===== config.mk =====
export PLATFORM = sky130hd
export DESIGN_NAME = capture_pulse_reciprocal_meter_flat
export DESIGN_NICKNAME = d
export VERILOG_FILES = /design/src/hw/rtl/cprm_pkg.sv /design/src/hw/rtl/cprm_if.sv /design/src/hw/rtl/cprm_divider.sv /design/src/hw/rtl/capture_pulse_reciprocal_meter.sv /design/src/flat_wrapper.sv
export VERILOG_INCLUDE_DIRS = /design/src /design/src/hw/rtl
export SDC_FILE = /design/constraint.sdc
export NUM_CORES = 1
export LEC_CHECK = 0
export ABC_AREA = 1
export BUFFER_PORTS_ARGS = -buffer_cell sky130_fd_sc_hd__buf_2
export CAP_MARGIN = 20
export CORE_UTILIZATION = 30
export DETAILED_ROUTE_END_ITERATION = 7
export SLEW_MARGIN = 15
export SYNTH_ARGS = -nofsm -noshare
export SYNTH_HDL_FRONTEND = slang
export SYNTH_SLANG_ARGS = --single-unit

===== constraint.sdc =====
create_clock -name clock -period 19 [get_ports clock]
set_input_delay 0.95 -clock clock [delete_from_list [all_inputs] [get_ports clock]]
set_output_delay 0.95 -clock clock [all_outputs]
set_load 0.005 [all_outputs]

===== src/hw/rtl/assert_macros.svh =====
// Assertion macros shared by the capture meter RTL files.
// Depends on nothing; included by each file that carries assertions.
`ifndef ASSERT_MACROS_SVH
`define ASSERT_MACROS_SVH

// Same-cycle implication, disabled while reset is high.
`define ASSERT_IMPLY(label, clk, rst, ante, cons) \
   label: assert property (@(posedge clk) disable iff (rst) (ante) |-> (cons)) \
      else $error("assertion failed: ante implies cons");

// Next-cycle implication, disabled while reset is high.
`define ASSERT_NEXT(label, clk, rst, ante, cons) \
   label: assert property (@(posedge clk) disable iff (rst) (ante) |=> (cons)) \
      else $error("assertion failed: ante implies cons on the next cycle");

`endif


===== src/hw/rtl/cprm_pkg.sv =====
// Shared constants and types of the capture pulse reciprocal meter.
// Depends on nothing; used by the interfaces, the divider and the top level.
package cprm_pkg;

   // Field widths of the beats and of the clock register.
   localparam int FUNC_W = 2;
   localparam int CAP_W  = 16;
   localparam int CLK_W  = 27;

   // Capture counter and overflow tally sizes.
   localparam int COUNTER_BITS  = 16;
   localparam int OVERFLOW_BITS = 5;

   // Raw pulse time, divisor (raw plus one) and dividend (ten times the clock).
   localparam int RAW_W = COUNTER_BITS + OVERFLOW_BITS;
   localparam int DVS_W = RAW_W + 1;
   localparam int DVD_W = CLK_W + 4;

   // Rounding stage: floor(x / 10) = (x * RND_MAGIC) >> RND_SHIFT for 32-bit x.
   localparam int          RND_W     = 32;
   localparam logic [31:0] RND_MAGIC = 32'hCCCC_CCCD;
   localparam int          RND_SHIFT = 35;

   localparam logic [CLK_W-1:0] CLK_RESET_HZ = CLK_W'(1000 * 1000);

   // Event kinds carried in func; the unused code decodes like FUNC_BOTH.
   localparam logic [FUNC_W-1:0] FUNC_OVERFLOW = 2'd0;
   localparam logic [FUNC_W-1:0] FUNC_EDGE     = 2'd1;
   localparam logic [FUNC_W-1:0] FUNC_BOTH     = 2'd2;

   typedef enum logic [1:0] {
      ST_IDLE,
      ST_DIVIDE,
      ST_SCALE,
      ST_FINISH
   } cprm_state_type;

endpackage


===== src/hw/rtl/cprm_if.sv =====
// Valid/ready channels of the capture meter: event beats in, result beats out.
// Depends on cprm_pkg for the field widths.
interface cprm_req_if;
   logic                          valid;
   logic                          ready;
   logic [cprm_pkg::FUNC_W-1:0]   func;
   logic [cprm_pkg::CAP_W-1:0]    captured_count;

   modport source (output valid, func, captured_count, input ready);
   modport sink   (input valid, func, captured_count, output ready);
endinterface

interface cprm_rsp_if;
   logic                          valid;
   logic                          ready;
   logic                          measure_done;
   logic [cprm_pkg::CLK_W-1:0]    frequency_value;
   logic                          overflow_abort;
   logic                          armed;

   modport source (output valid, measure_done, frequency_value, overflow_abort, armed,
                   input ready);
   modport sink   (input valid, measure_done, frequency_value, overflow_abort, armed,
                   output ready);
endinterface


===== src/hw/rtl/cprm_divider.sv =====
// Restoring radix-2 divider, one quotient bit per cycle.
// Depends on cprm_pkg for the dividend and divisor widths.
`include "assert_macros.svh"

module cprm_divider (
   input  logic                        clock,
   input  logic                        reset,
   input  logic                        div_start,
   input  logic [cprm_pkg::DVD_W-1:0]  dividend,
   input  logic [cprm_pkg::DVS_W-1:0]  divisor,
   output logic                        div_done,
   output logic [cprm_pkg::DVD_W-1:0]  quotient
);
   import cprm_pkg::*;

   localparam int CNT_W = $clog2(DVD_W + 1);

   logic [DVS_W-1:0] rem_ff, rem_in;
   logic [DVD_W-1:0] quo_ff, quo_in;
   logic [DVS_W-1:0] dvs_ff, dvs_in;
   logic [CNT_W-1:0] cnt_ff, cnt_in;
   logic             busy_ff, busy_in;
   logic             done_ff, done_in;
   logic [DVS_W:0]   trial;
   logic [DVS_W:0]   diff;

   // One trial subtraction: bring the next dividend bit into the remainder.
   assign trial = {rem_ff, quo_ff[DVD_W-1]};
   assign diff  = trial - {1'b0, dvs_ff};

   always_comb begin
      rem_in  = rem_ff;
      quo_in  = quo_ff;
      dvs_in  = dvs_ff;
      cnt_in  = cnt_ff;
      busy_in = busy_ff;
      done_in = 1'b0;
      if (div_start) begin
         rem_in  = '0;
         quo_in  = dividend;
         dvs_in  = divisor;
         cnt_in  = CNT_W'(DVD_W);
         busy_in = 1'b1;
      end else if (busy_ff) begin
         if (trial >= {1'b0, dvs_ff}) begin
            rem_in = diff[DVS_W-1:0];
            quo_in = {quo_ff[DVD_W-2:0], 1'b1};
         end else begin
            rem_in = trial[DVS_W-1:0];
            quo_in = {quo_ff[DVD_W-2:0], 1'b0};
         end
         cnt_in = cnt_ff - CNT_W'(1);
         if (cnt_ff == CNT_W'(1)) begin
            busy_in = 1'b0;
            done_in = 1'b1;
         end
      end
   end

   // Control state is reset; the datapath registers are not.
   always_ff @(posedge clock) begin
      if (reset) begin
         busy_ff <= 1'b0;
         done_ff <= 1'b0;
         cnt_ff  <= '0;
      end else begin
         busy_ff <= busy_in;
         done_ff <= done_in;
         cnt_ff  <= cnt_in;
      end
   end

   always_ff @(posedge clock) begin
      rem_ff <= rem_in;
      quo_ff <= quo_in;
      dvs_ff <= dvs_in;
   end

   assign div_done = done_ff;
   assign quotient = quo_ff;

   // A new division is never started while one is running.
   `ASSERT_IMPLY(start_when_idle_a, clock, reset, div_start, !busy_ff)
   // The done pulse follows the last step and the unit is then free.
   `ASSERT_IMPLY(done_not_busy_a, clock, reset, done_ff, !busy_ff)
   // The done pulse lasts a single cycle.
   `ASSERT_NEXT(done_single_a, clock, reset, done_ff, !done_ff)

endmodule


===== src/hw/rtl/capture_pulse_reciprocal_meter.sv =====
// Capture pulse reciprocal meter: an overflow or edge beat in, one result beat out.
// A beat that is not a stop edge loads the result register directly; a stop edge goes
// through 31 divider steps, its done pulse, a rounding multiply and the output load.
// Throughput: one beat per cycle while the output is free; none until a stop edge's result is loaded.
// Reset is synchronous, active high: clears tally and flags, clock register 1000000 Hz.
// Depends on cprm_pkg, cprm_if and cprm_divider.
`include "assert_macros.svh"

module capture_pulse_reciprocal_meter (
   input  logic                        clock,
   input  logic                        reset,
   cprm_req_if.sink                    req_if,
   cprm_rsp_if.source                  rsp_if,
   input  logic                        csr_write_enable,
   input  logic [cprm_pkg::CLK_W-1:0]  csr_write_data
);
   import cprm_pkg::*;

   cprm_state_type state_ff, state_in;

   logic [OVERFLOW_BITS-1:0] tally_ff, tally_in;
   logic                     start_ff, start_in;
   logic                     complete_ff, complete_in;
   logic [CLK_W-1:0]         clk_hz_ff, clk_hz_in;

   logic                     rsp_valid_ff, rsp_valid_in;
   logic                     rsp_done_ff, rsp_done_in;
   logic [CLK_W-1:0]         rsp_freq_ff, rsp_freq_in;
   logic                     rsp_abort_ff, rsp_abort_in;
   logic                     rsp_armed_ff, rsp_armed_in;
   logic [2*RND_W-1:0]       prod_ff, prod_in;

   logic                     accept, rsp_free, req_ready;
   logic                     ovf, edge_seen, count_ovf, abort_flag, start_mid, stop;
   logic [OVERFLOW_BITS-1:0] tally_step;
   logic [RAW_W-1:0]         raw;
   logic [DVS_W-1:0]         divisor;
   logic [DVD_W-1:0]         dividend;
   logic [DVD_W-1:0]         quotient;
   logic [RND_W-1:0]         rnd_sum;
   logic                     div_start, div_done;
   logic                     load_event, load_result;
   logic                     done_beat;

   // Handshake.
   assign rsp_free     = !rsp_valid_ff || rsp_if.ready;
   assign req_if.ready = req_ready;
   assign accept       = req_if.valid && req_ready;

   // Event decode: overflow is counted first, then the edge is applied.
   assign ovf        = (req_if.func != FUNC_EDGE);
   assign edge_seen  = (req_if.func != FUNC_OVERFLOW);
   assign count_ovf  = ovf && !complete_ff;
   assign tally_step = count_ovf ? tally_ff + OVERFLOW_BITS'(1) : tally_ff;
   assign abort_flag = count_ovf && (tally_step == '0) && start_ff;
   assign start_mid  = start_ff && !abort_flag;
   assign stop       = edge_seen && start_mid;

   // Pulse time and the operands of the divider.
   assign raw      = {tally_step, COUNTER_BITS'(req_if.captured_count)};
   assign divisor  = DVS_W'(raw) + DVS_W'(1);
   assign dividend = (DVD_W'(clk_hz_ff) << 3) + (DVD_W'(clk_hz_ff) << 1);

   cprm_divider u_divider (
      .clock     (clock),
      .reset     (reset),
      .div_start (div_start),
      .dividend  (dividend),
      .divisor   (divisor),
      .div_done  (div_done),
      .quotient  (quotient)
   );

   // Next state.
   always_comb begin
      state_in = state_ff;
      case (state_ff)
         ST_IDLE:   if (accept && stop) state_in = ST_DIVIDE;
         ST_DIVIDE: if (div_done) state_in = ST_SCALE;
         ST_SCALE:  state_in = ST_FINISH;
         ST_FINISH: if (rsp_free) state_in = ST_IDLE;
         default:   state_in = ST_IDLE;
      endcase
   end

   // Sequencer outputs.
   always_comb begin
      req_ready   = 1'b0;
      load_result = 1'b0;
      case (state_ff)
         ST_IDLE:   req_ready = rsp_free;
         ST_FINISH: load_result = rsp_free;
         default:   req_ready = 1'b0;
      endcase
   end

   assign div_start  = accept && stop;
   assign load_event = accept && !stop;

   // Measurement state updated once per accepted beat.
   always_comb begin
      tally_in    = tally_ff;
      start_in    = start_ff;
      complete_in = complete_ff;
      if (accept) begin
         tally_in    = tally_step;
         start_in    = start_mid;
         complete_in = abort_flag ? 1'b0 : complete_ff;
         if (edge_seen) begin
            tally_in    = '0;
            start_in    = !start_mid;
            complete_in = start_mid;
         end
      end
   end

   // Round half up: (q + 5) / 10 by a reciprocal multiply.
   assign rnd_sum   = RND_W'(quotient) + RND_W'(5);
   assign prod_in   = (state_ff == ST_SCALE) ?
                      (2*RND_W)'(rnd_sum) * (2*RND_W)'(RND_MAGIC) : prod_ff;
   assign clk_hz_in = csr_write_enable ? csr_write_data : clk_hz_ff;

   // Output register.
   always_comb begin
      rsp_valid_in = rsp_valid_ff && !rsp_if.ready;
      rsp_done_in  = rsp_done_ff;
      rsp_freq_in  = rsp_freq_ff;
      rsp_abort_in = rsp_abort_ff;
      rsp_armed_in = rsp_armed_ff;
      if (load_event) begin
         rsp_valid_in = 1'b1;
         rsp_done_in  = 1'b0;
         rsp_freq_in  = '0;
         rsp_abort_in = abort_flag;
         rsp_armed_in = start_in;
      end else if (load_result) begin
         rsp_valid_in = 1'b1;
         rsp_done_in  = 1'b1;
         rsp_freq_in  = prod_ff[RND_SHIFT +: CLK_W];
         rsp_abort_in = 1'b0;
         rsp_armed_in = 1'b0;
      end
   end

   always_ff @(posedge clock) begin
      if (reset) begin
         state_ff     <= ST_IDLE;
         tally_ff     <= '0;
         start_ff     <= 1'b0;
         complete_ff  <= 1'b0;
         clk_hz_ff    <= CLK_RESET_HZ;
         rsp_valid_ff <= 1'b0;
      end else begin
         state_ff     <= state_in;
         tally_ff     <= tally_in;
         start_ff     <= start_in;
         complete_ff  <= complete_in;
         clk_hz_ff    <= clk_hz_in;
         rsp_valid_ff <= rsp_valid_in;
      end
   end

   always_ff @(posedge clock) begin
      rsp_done_ff  <= rsp_done_in;
      rsp_freq_ff  <= rsp_freq_in;
      rsp_abort_ff <= rsp_abort_in;
      rsp_armed_ff <= rsp_armed_in;
      prod_ff      <= prod_in;
   end

   assign rsp_if.valid           = rsp_valid_ff;
   assign rsp_if.measure_done    = rsp_done_ff;
   assign rsp_if.frequency_value = rsp_freq_ff;
   assign rsp_if.overflow_abort  = rsp_abort_ff;
   assign rsp_if.armed           = rsp_armed_ff;

   assign done_beat = rsp_valid_ff && rsp_done_ff;

   // A completed measurement disarms and is never an abort.
   `ASSERT_IMPLY(done_disarms_a, clock, reset, done_beat, !rsp_armed_ff && !rsp_abort_ff)
   // The divider only finishes while the sequencer waits for it.
   `ASSERT_IMPLY(div_done_state_a, clock, reset, div_done, state_ff == ST_DIVIDE)
   // A stop edge always hands the work to the divider.
   `ASSERT_NEXT(stop_divides_a, clock, reset, div_start, state_ff == ST_DIVIDE && !start_ff)

endmodule

===== src/flat_wrapper.sv =====
// flat-port wrapper written by rule: the top's interface ports become plain ports
module capture_pulse_reciprocal_meter_flat import cprm_pkg::*;
  (clock, reset, csr_write_enable, csr_write_data, req_if_valid, req_if_func, req_if_captured_count, req_if_ready, rsp_if_valid, rsp_if_measure_done, rsp_if_frequency_value, rsp_if_overflow_abort, rsp_if_armed, rsp_if_ready);
  cprm_req_if req_if_i ();
  cprm_rsp_if rsp_if_i ();
  input  logic clock;
  input  logic reset;
  input  logic csr_write_enable;
  input  logic [cprm_pkg::CLK_W-1:0] csr_write_data;
  input wire logic [$bits(req_if_i.valid)-1:0] req_if_valid;
  input wire logic [$bits(req_if_i.func)-1:0] req_if_func;
  input wire logic [$bits(req_if_i.captured_count)-1:0] req_if_captured_count;
  output wire logic [$bits(req_if_i.ready)-1:0] req_if_ready;
  output wire logic [$bits(rsp_if_i.valid)-1:0] rsp_if_valid;
  output wire logic [$bits(rsp_if_i.measure_done)-1:0] rsp_if_measure_done;
  output wire logic [$bits(rsp_if_i.frequency_value)-1:0] rsp_if_frequency_value;
  output wire logic [$bits(rsp_if_i.overflow_abort)-1:0] rsp_if_overflow_abort;
  output wire logic [$bits(rsp_if_i.armed)-1:0] rsp_if_armed;
  input wire logic [$bits(rsp_if_i.ready)-1:0] rsp_if_ready;
  assign req_if_i.valid = req_if_valid;
  assign req_if_i.func = req_if_func;
  assign req_if_i.captured_count = req_if_captured_count;
  assign req_if_ready = req_if_i.ready;
  assign rsp_if_valid = rsp_if_i.valid;
  assign rsp_if_measure_done = rsp_if_i.measure_done;
  assign rsp_if_frequency_value = rsp_if_i.frequency_value;
  assign rsp_if_overflow_abort = rsp_if_i.overflow_abort;
  assign rsp_if_armed = rsp_if_i.armed;
  assign rsp_if_i.ready = rsp_if_ready;
  capture_pulse_reciprocal_meter u_core (.clock(clock), .reset(reset), .req_if(req_if_i), .rsp_if(rsp_if_i), .csr_write_enable(csr_write_enable), .csr_write_data(csr_write_data));
endmodule

==> metrics, run 1 <==
vias post-DR=23502; PortBufs=81; initial antenna violation count=2; Yosys cell types=52; Syn Area/Cell=7.921 um^2; core area=95580 um^2; CP Capture Type=register; CTS tree=built; hold path depth=2; FFs w/ async S/R, synth=0; largest net degree at the start of global routing=41; setup bufs post-CTS=0; endpoints failing hold=0; Setup TNS=0 ps; TritonRoute pass-1 iters=5; status=complete, no violations; Hold-fix buffers, CTS=0; Fmax=0.1122 GHz; final WL=88510 um; CTS Buf Count=17; Clock Tree Root=clkbuf_16; number of global-route vias before repair=24422; die height=313.6 um; multi-input logic area=20990 um^2; fillers=10200; Syn Inst Count=3677; number of remaining DRC errors=0; Startpoint Class=register; fin util=0.3309; relative slew slack=0.3024; GRT overflow=0; die area=98340 um^2; Slew @ Worst Pin=1039 ps; initial core utilization=0.3047; crit path time final=8911 ps; Synth Warn #=0; setup repair after global routing missed its margin=no; kind of critical path=reg2reg; HPWL Detailed=77010 um; final setup fails=0; critical path's largest stage delay=820 ps; CTS H-tree depth=4; Net Count, Synth=4514; Crit path arrival time=9180 ps; Seq/Total Area, Yosys=0.1492; I/O Pins=82; Post-synth EDFFs=82; Register Area=4344 um^2; antenna cells=0; Most used DFF post-synth=dfxtp_1; width of the chip=313.6 um; clock sink count=176; commonest cells after routing, fill and taps aside=961 x inv_1, 703 x nand2_1, 408 x fa_1; worst-path fanout max=6; CP max stage cell=xnor2_1; critical path required time=19270 ps; RePlAce Congestion=0.9965; most common cell after layout, fill and taps aside=inv_1; Final period util=0.4690; post-CTS resize count=0; Slew Limit Fails=0; first-pass GRT wire length=141100 um; Clk Latency, worst-skew pair=510 ps; Mapped Area=29130 um^2; Clock Tree Buf Depth=2; max-cap viol count=0; DRT iter0 DRCs=1837; R2R cell count=31; fin nets=4587; Vias/cell=4.674; Synth Register Bits=176; Final ANT Viol Nets=0; total global-route track usage=0.1884; share of cells above drive strength 1=0.04571; WL/cell=17.60 um; clk_skew=20.86 ps; Hold Path Class=reg2reg; clock slew at reported path FFs=80 ps; num rows=113; Area Growth Syn to Fin=8.570%
layout make-up:
| type | count | area share |
|---|---|---|
| clock buffers | 17 | 0.01345 |
| clock inverters | 15 | 0.005223 |
| inverters | 970 | 0.1151 |
| multi-input cells | 2495 | 0.6638 |
| flip-flops and latches | 176 | 0.1374 |
| well taps | 1265 | 0.05005 |
| repair buffers | 90 | 0.01496 |
cell families (layout without fill, tap and decap cells):
kind of cell | Yosys count | count (layout) | synth area share
buf+inv | 1006 | 1092 | 0.1303
simple gates | 1266 | 1266 | 0.1833
xor+xnor | 95 | 95 | 0.02934
fa+ha+maj | 787 | 787 | 0.4433
flops | 176 | 176 | 0.1492
compound gates | 347 | 347 | 0.06470
stage by stage:
| step | cell area (um^2) | worst slack (ps) | hold WS [ps] | cells |
|---|---|---|---|---|
| 6_report | 31620 | 10090 | 475.4 | 5028 |
| 5_1_grt | 31620 | 9607 | 494.9 | 5028 |
| 4_1_cts | 31620 | 10180 | 474.3 | 5028 |
| 3_5_place_dp | 31030 | 10230 | 461.6 | 4996 |
| 3_3_place_gp | 31030 | 10270 | 459.1 | 4996 |
| 2_1_floorplan | 29130 | 11620 | 443.6 | 3677 |
final timing paths:
check,to,start,slack (ps)
setup reg to reg,u_core.prod_ff[61],u_core.u_divider.quotient[0],10090
hold reg to reg,u_core.u_divider.rem_ff[7],u_core.u_divider.rem_ff[7],480
setup / recovery,u_core.prod_ff[61],u_core.u_divider.quotient[0],10090
hold / removal,u_core.u_divider.rem_ff[7],u_core.u_divider.rem_ff[7],480
flip-flops by register name, indices dropped and copies added, names as in the netlist, 2 cells and up:
signal / count
u_core.clk_hz_ff: 27
u_core.tally_ff: 5
u_core.prod_ff: 27
u_core.u_divider.dvs_ff: 22
u_core.u_divider.cnt_ff: 5
u_core.u_divider.quotient: 31
u_core.u_divider.rem_ff: 22
u_core.rsp_if.frequency_value: 27
u_core.state_ff: 2
layer usage:
layer	GRT usage	vias to the layer above	wire length, um
met5	0	-	13
met2	0.3066	594	40560
met3	0.02296	121	4481
li1	-	11411	-
met1	0.2523	11374	39990
met4	0.07816	2	3462
critical path: cells and delay by family, from the launching register on:
kind                       cells  cell delay, ps
DFF                            1             430
xor gates and xnor gates       1             820
adders and majority gates     10            4730
AOI/OAI and AO/OA              4            1040
and+or+nand+nor                8             980
buffers and inverters          8             650
synthesized netlist by cell type (all sizes together), types with 10 or more instances:
library cell  number  area share
clkbuf            25      0.0032
nor2             274       0.037
or2               11      0.0024
inv              970        0.13
nor4              12      0.0026
nor3              41      0.0078
a21oi            152       0.026
buf               11      0.0020
edfxtp            82       0.085
xor2              59       0.018
xnor2             36       0.011
o21ai            138       0.024
nand3b            10      0.0026
dfxtp             94       0.065
nand4             36      0.0079
fa               408        0.28
ha               379        0.16
nand2            711       0.092
o21bai            19      0.0049
nand3            167       0.029
Power of run 1 is left out: the tool's default activity adds up to more than one toggle a clock period on the data nets, which glitch-free logic cannot reach.
==> inputs of run 2 (changes only) <==
Settings changed: ABC_AREA 1 to 0.
Clock period 19 ns to 8.46 ns, I/O delays scaled along.
==> run 2 against run 1 <==
Non-clock buffer count up 258. Final area shrank 0.19%. Synthesized area fell by 10%. Synthesized cell count fell by 26%. Clock-buffer cell count grew 1. Cell count fell by 17%.
==> metrics, run 2 <==
status=complete, no violations; fillers=8566; crit path time final=8256 ps; fin nets=3869; Final Non-Filler Cells=4189; setup ws final=203.8 ps; hold slack=153.5 ps; number of global-route vias before repair=20568; final setup fails=0; largest net degree at the start of global routing=73; CTS Buf Count=17; PortBufs=81; pre-CTS WS=-286.2 ps; Clock Tree Buf Depth=2; max-cap viol count=0; GRT overflow=0; endpoints failing hold=0; die area=88460 um^2; WL/cell=17.19 um; Synth Warn #=0; initial antenna violation count=0; most common cell after layout, fill and taps aside=inv_1; CTS tree=built; met3 WL post-DR=2503 um; CTS H-tree depth=4; commonest cells after routing, fill and taps aside=641 x inv_1, 386 x fa_1, 341 x ha_1; most numerous cell in the Yosys netlist=inv_1; first-pass GRT wire length=114000 um; DRT iter0 DRCs=868; Yosys cell types=75; number of remaining DRC errors=0; antenna cells=0; Final period util=0.9759; relative slew slack=0.3946; CP Capture Type=register; FFs w/ async S/R, synth=0; TritonRoute pass-1 iters=5; Yosys top cell area share=0.3120; most used cell, CP=fa_1; Cells after DPL=4125; Hold Path Class=in2reg; RePlAce Congestion=0.9695; Clock Tree Root=clkbuf_16; Crit path arrival time=8490 ps; clock slew at reported path FFs=70 ps; num rows=107; core area=85820 um^2; Largest register FFs=31; Final ANT Viol Nets=0; I/O Pins=82; worst-path fanout max=4; Commonest cells post-synth=666 x inv_1, 408 x fa_1, 379 x ha_1, 172 x nand2_1, 132 x a21oi_1; Met1 Routed Length=32320 um; Fmax=0.1211 GHz; Area Growth Syn to Fin=20.54%; share of cells above drive strength 1=0.1829; vias post-DR=19139; setup repair after global routing missed its margin=yes; Synth Register Bits=176; Syn Inst Count=2708; routed wl met2=34820 um; total global-route track usage=0.1682; Hold-fix buffers, CTS=0; Mapped Area=26180 um^2; Vias/cell=4.569; HPWL Detailed=62830 um; clock sink count=176; post-synth top area cell=fa_1; post-route cell area=31560 um^2; final WL=72010 um; Post-synth EDFFs=82; width of the chip=297.4 um; critical path's largest stage delay=630 ps; kind of critical path=reg2reg; Synth area leaders=fa_1 31%, ha_1 18%, inv_1 9.5%, edfxtp_1 9.4%, dfxtp_1 7.2%; Top Layer Used=met4; Post-Place Cell Area=29630 um^2; die height=297.4 um; Syn Area/Cell=9.669 um^2; Slew @ Worst Pin=908.1 ps; Startpoint Class=register; Most used DFF post-synth=dfxtp_1; initial core utilization=0.3051; Clk Latency, worst-skew pair=480 ps; flop2flop setup slack=200 ps; clk_skew=16.87 ps; CP max stage cell=fa_2; Slew Limit Fails=0; Net Count, Synth=3545; critical path required time=8690 ps; Seq/Total Area, Yosys=0.1659
run 2: path summary, 6_finish.rpt:
| kind | from | to | cells after the start |
|---|---|---|---|
| worst max-delay path | u_core.u_divider.quotient[1] | u_core.prod_ff[57] | 26 |
| worst min-delay path | csr_write_data[9] | u_core.clk_hz_ff[9] | 2 |
| worst min register to register | u_core.rsp_if.frequency_value[3] | u_core.rsp_if.frequency_value[3] | 2 |
| worst max register to register | u_core.u_divider.quotient[1] | u_core.prod_ff[57] | 26 |
run 2: what timing repair did:
action	4_1_cts	5_1_grt
setup endpoints to repair	12	16
hold endpoints to repair	0	0
pin swaps	16	91
buffers inserted	5	27
gates cloned	0	0
gates resized for setup	37	158
run 2: critical path: cells and delay by family, from the launching register on:
family,cells,cell delay [ps]
fa+ha+maj,10,4610
compound gates,5,1120
buf+inv,8,970
simple gates,2,690
flops,1,490
xor+xnor,1,110
run 2: layout make-up:
cell class / instances / area, um^2 / area share
repair buffers: 348 / 2449 / 0.07758
flip-flops and latches: 176 / 4344 / 0.1376
well taps: 1144 / 1431 / 0.04535
inverters: 667 / 2506 / 0.07941
clock inverters: 14 / 171.4 / 0.005431
multi-input cells: 1822 / 20230 / 0.6410
clock buffers: 18 / 429.2 / 0.01360
run 2: stage by stage:
step	util	setup TNS, ps
3_3_place_gp	0.3451	-1590
3_5_place_dp	0.3453	-2035
4_1_cts	0.3550	0
2_1_floorplan	-	0
5_1_grt	0.3678	-169.1
6_report	0.3678	0
run 2: routing by layer:
layer | track usage | up-vias
li1 | - | 9303
met1 | 0.2171 | 9394
met2 | 0.2888 | 339
met3 | 0.02264 | 103
met4 | 0.05474 | 0
met5 | 0 | -
run 2: cell families (layout without fill, tap and decap cells):
group                      count (synthesis)  after routing  synth area share
AOI/OAI and AO/OA                        386            386           0.09438
adders and majority gates                787            787            0.4931
muxes                                     34             34           0.01309
DFF                                      176            176            0.1659
and+or+nand+nor                          468            468           0.08243
buffers and inverters                    710           1047            0.1019
xor gates and xnor gates                 147            147           0.04917
Power of run 2 is left out for the same reason.
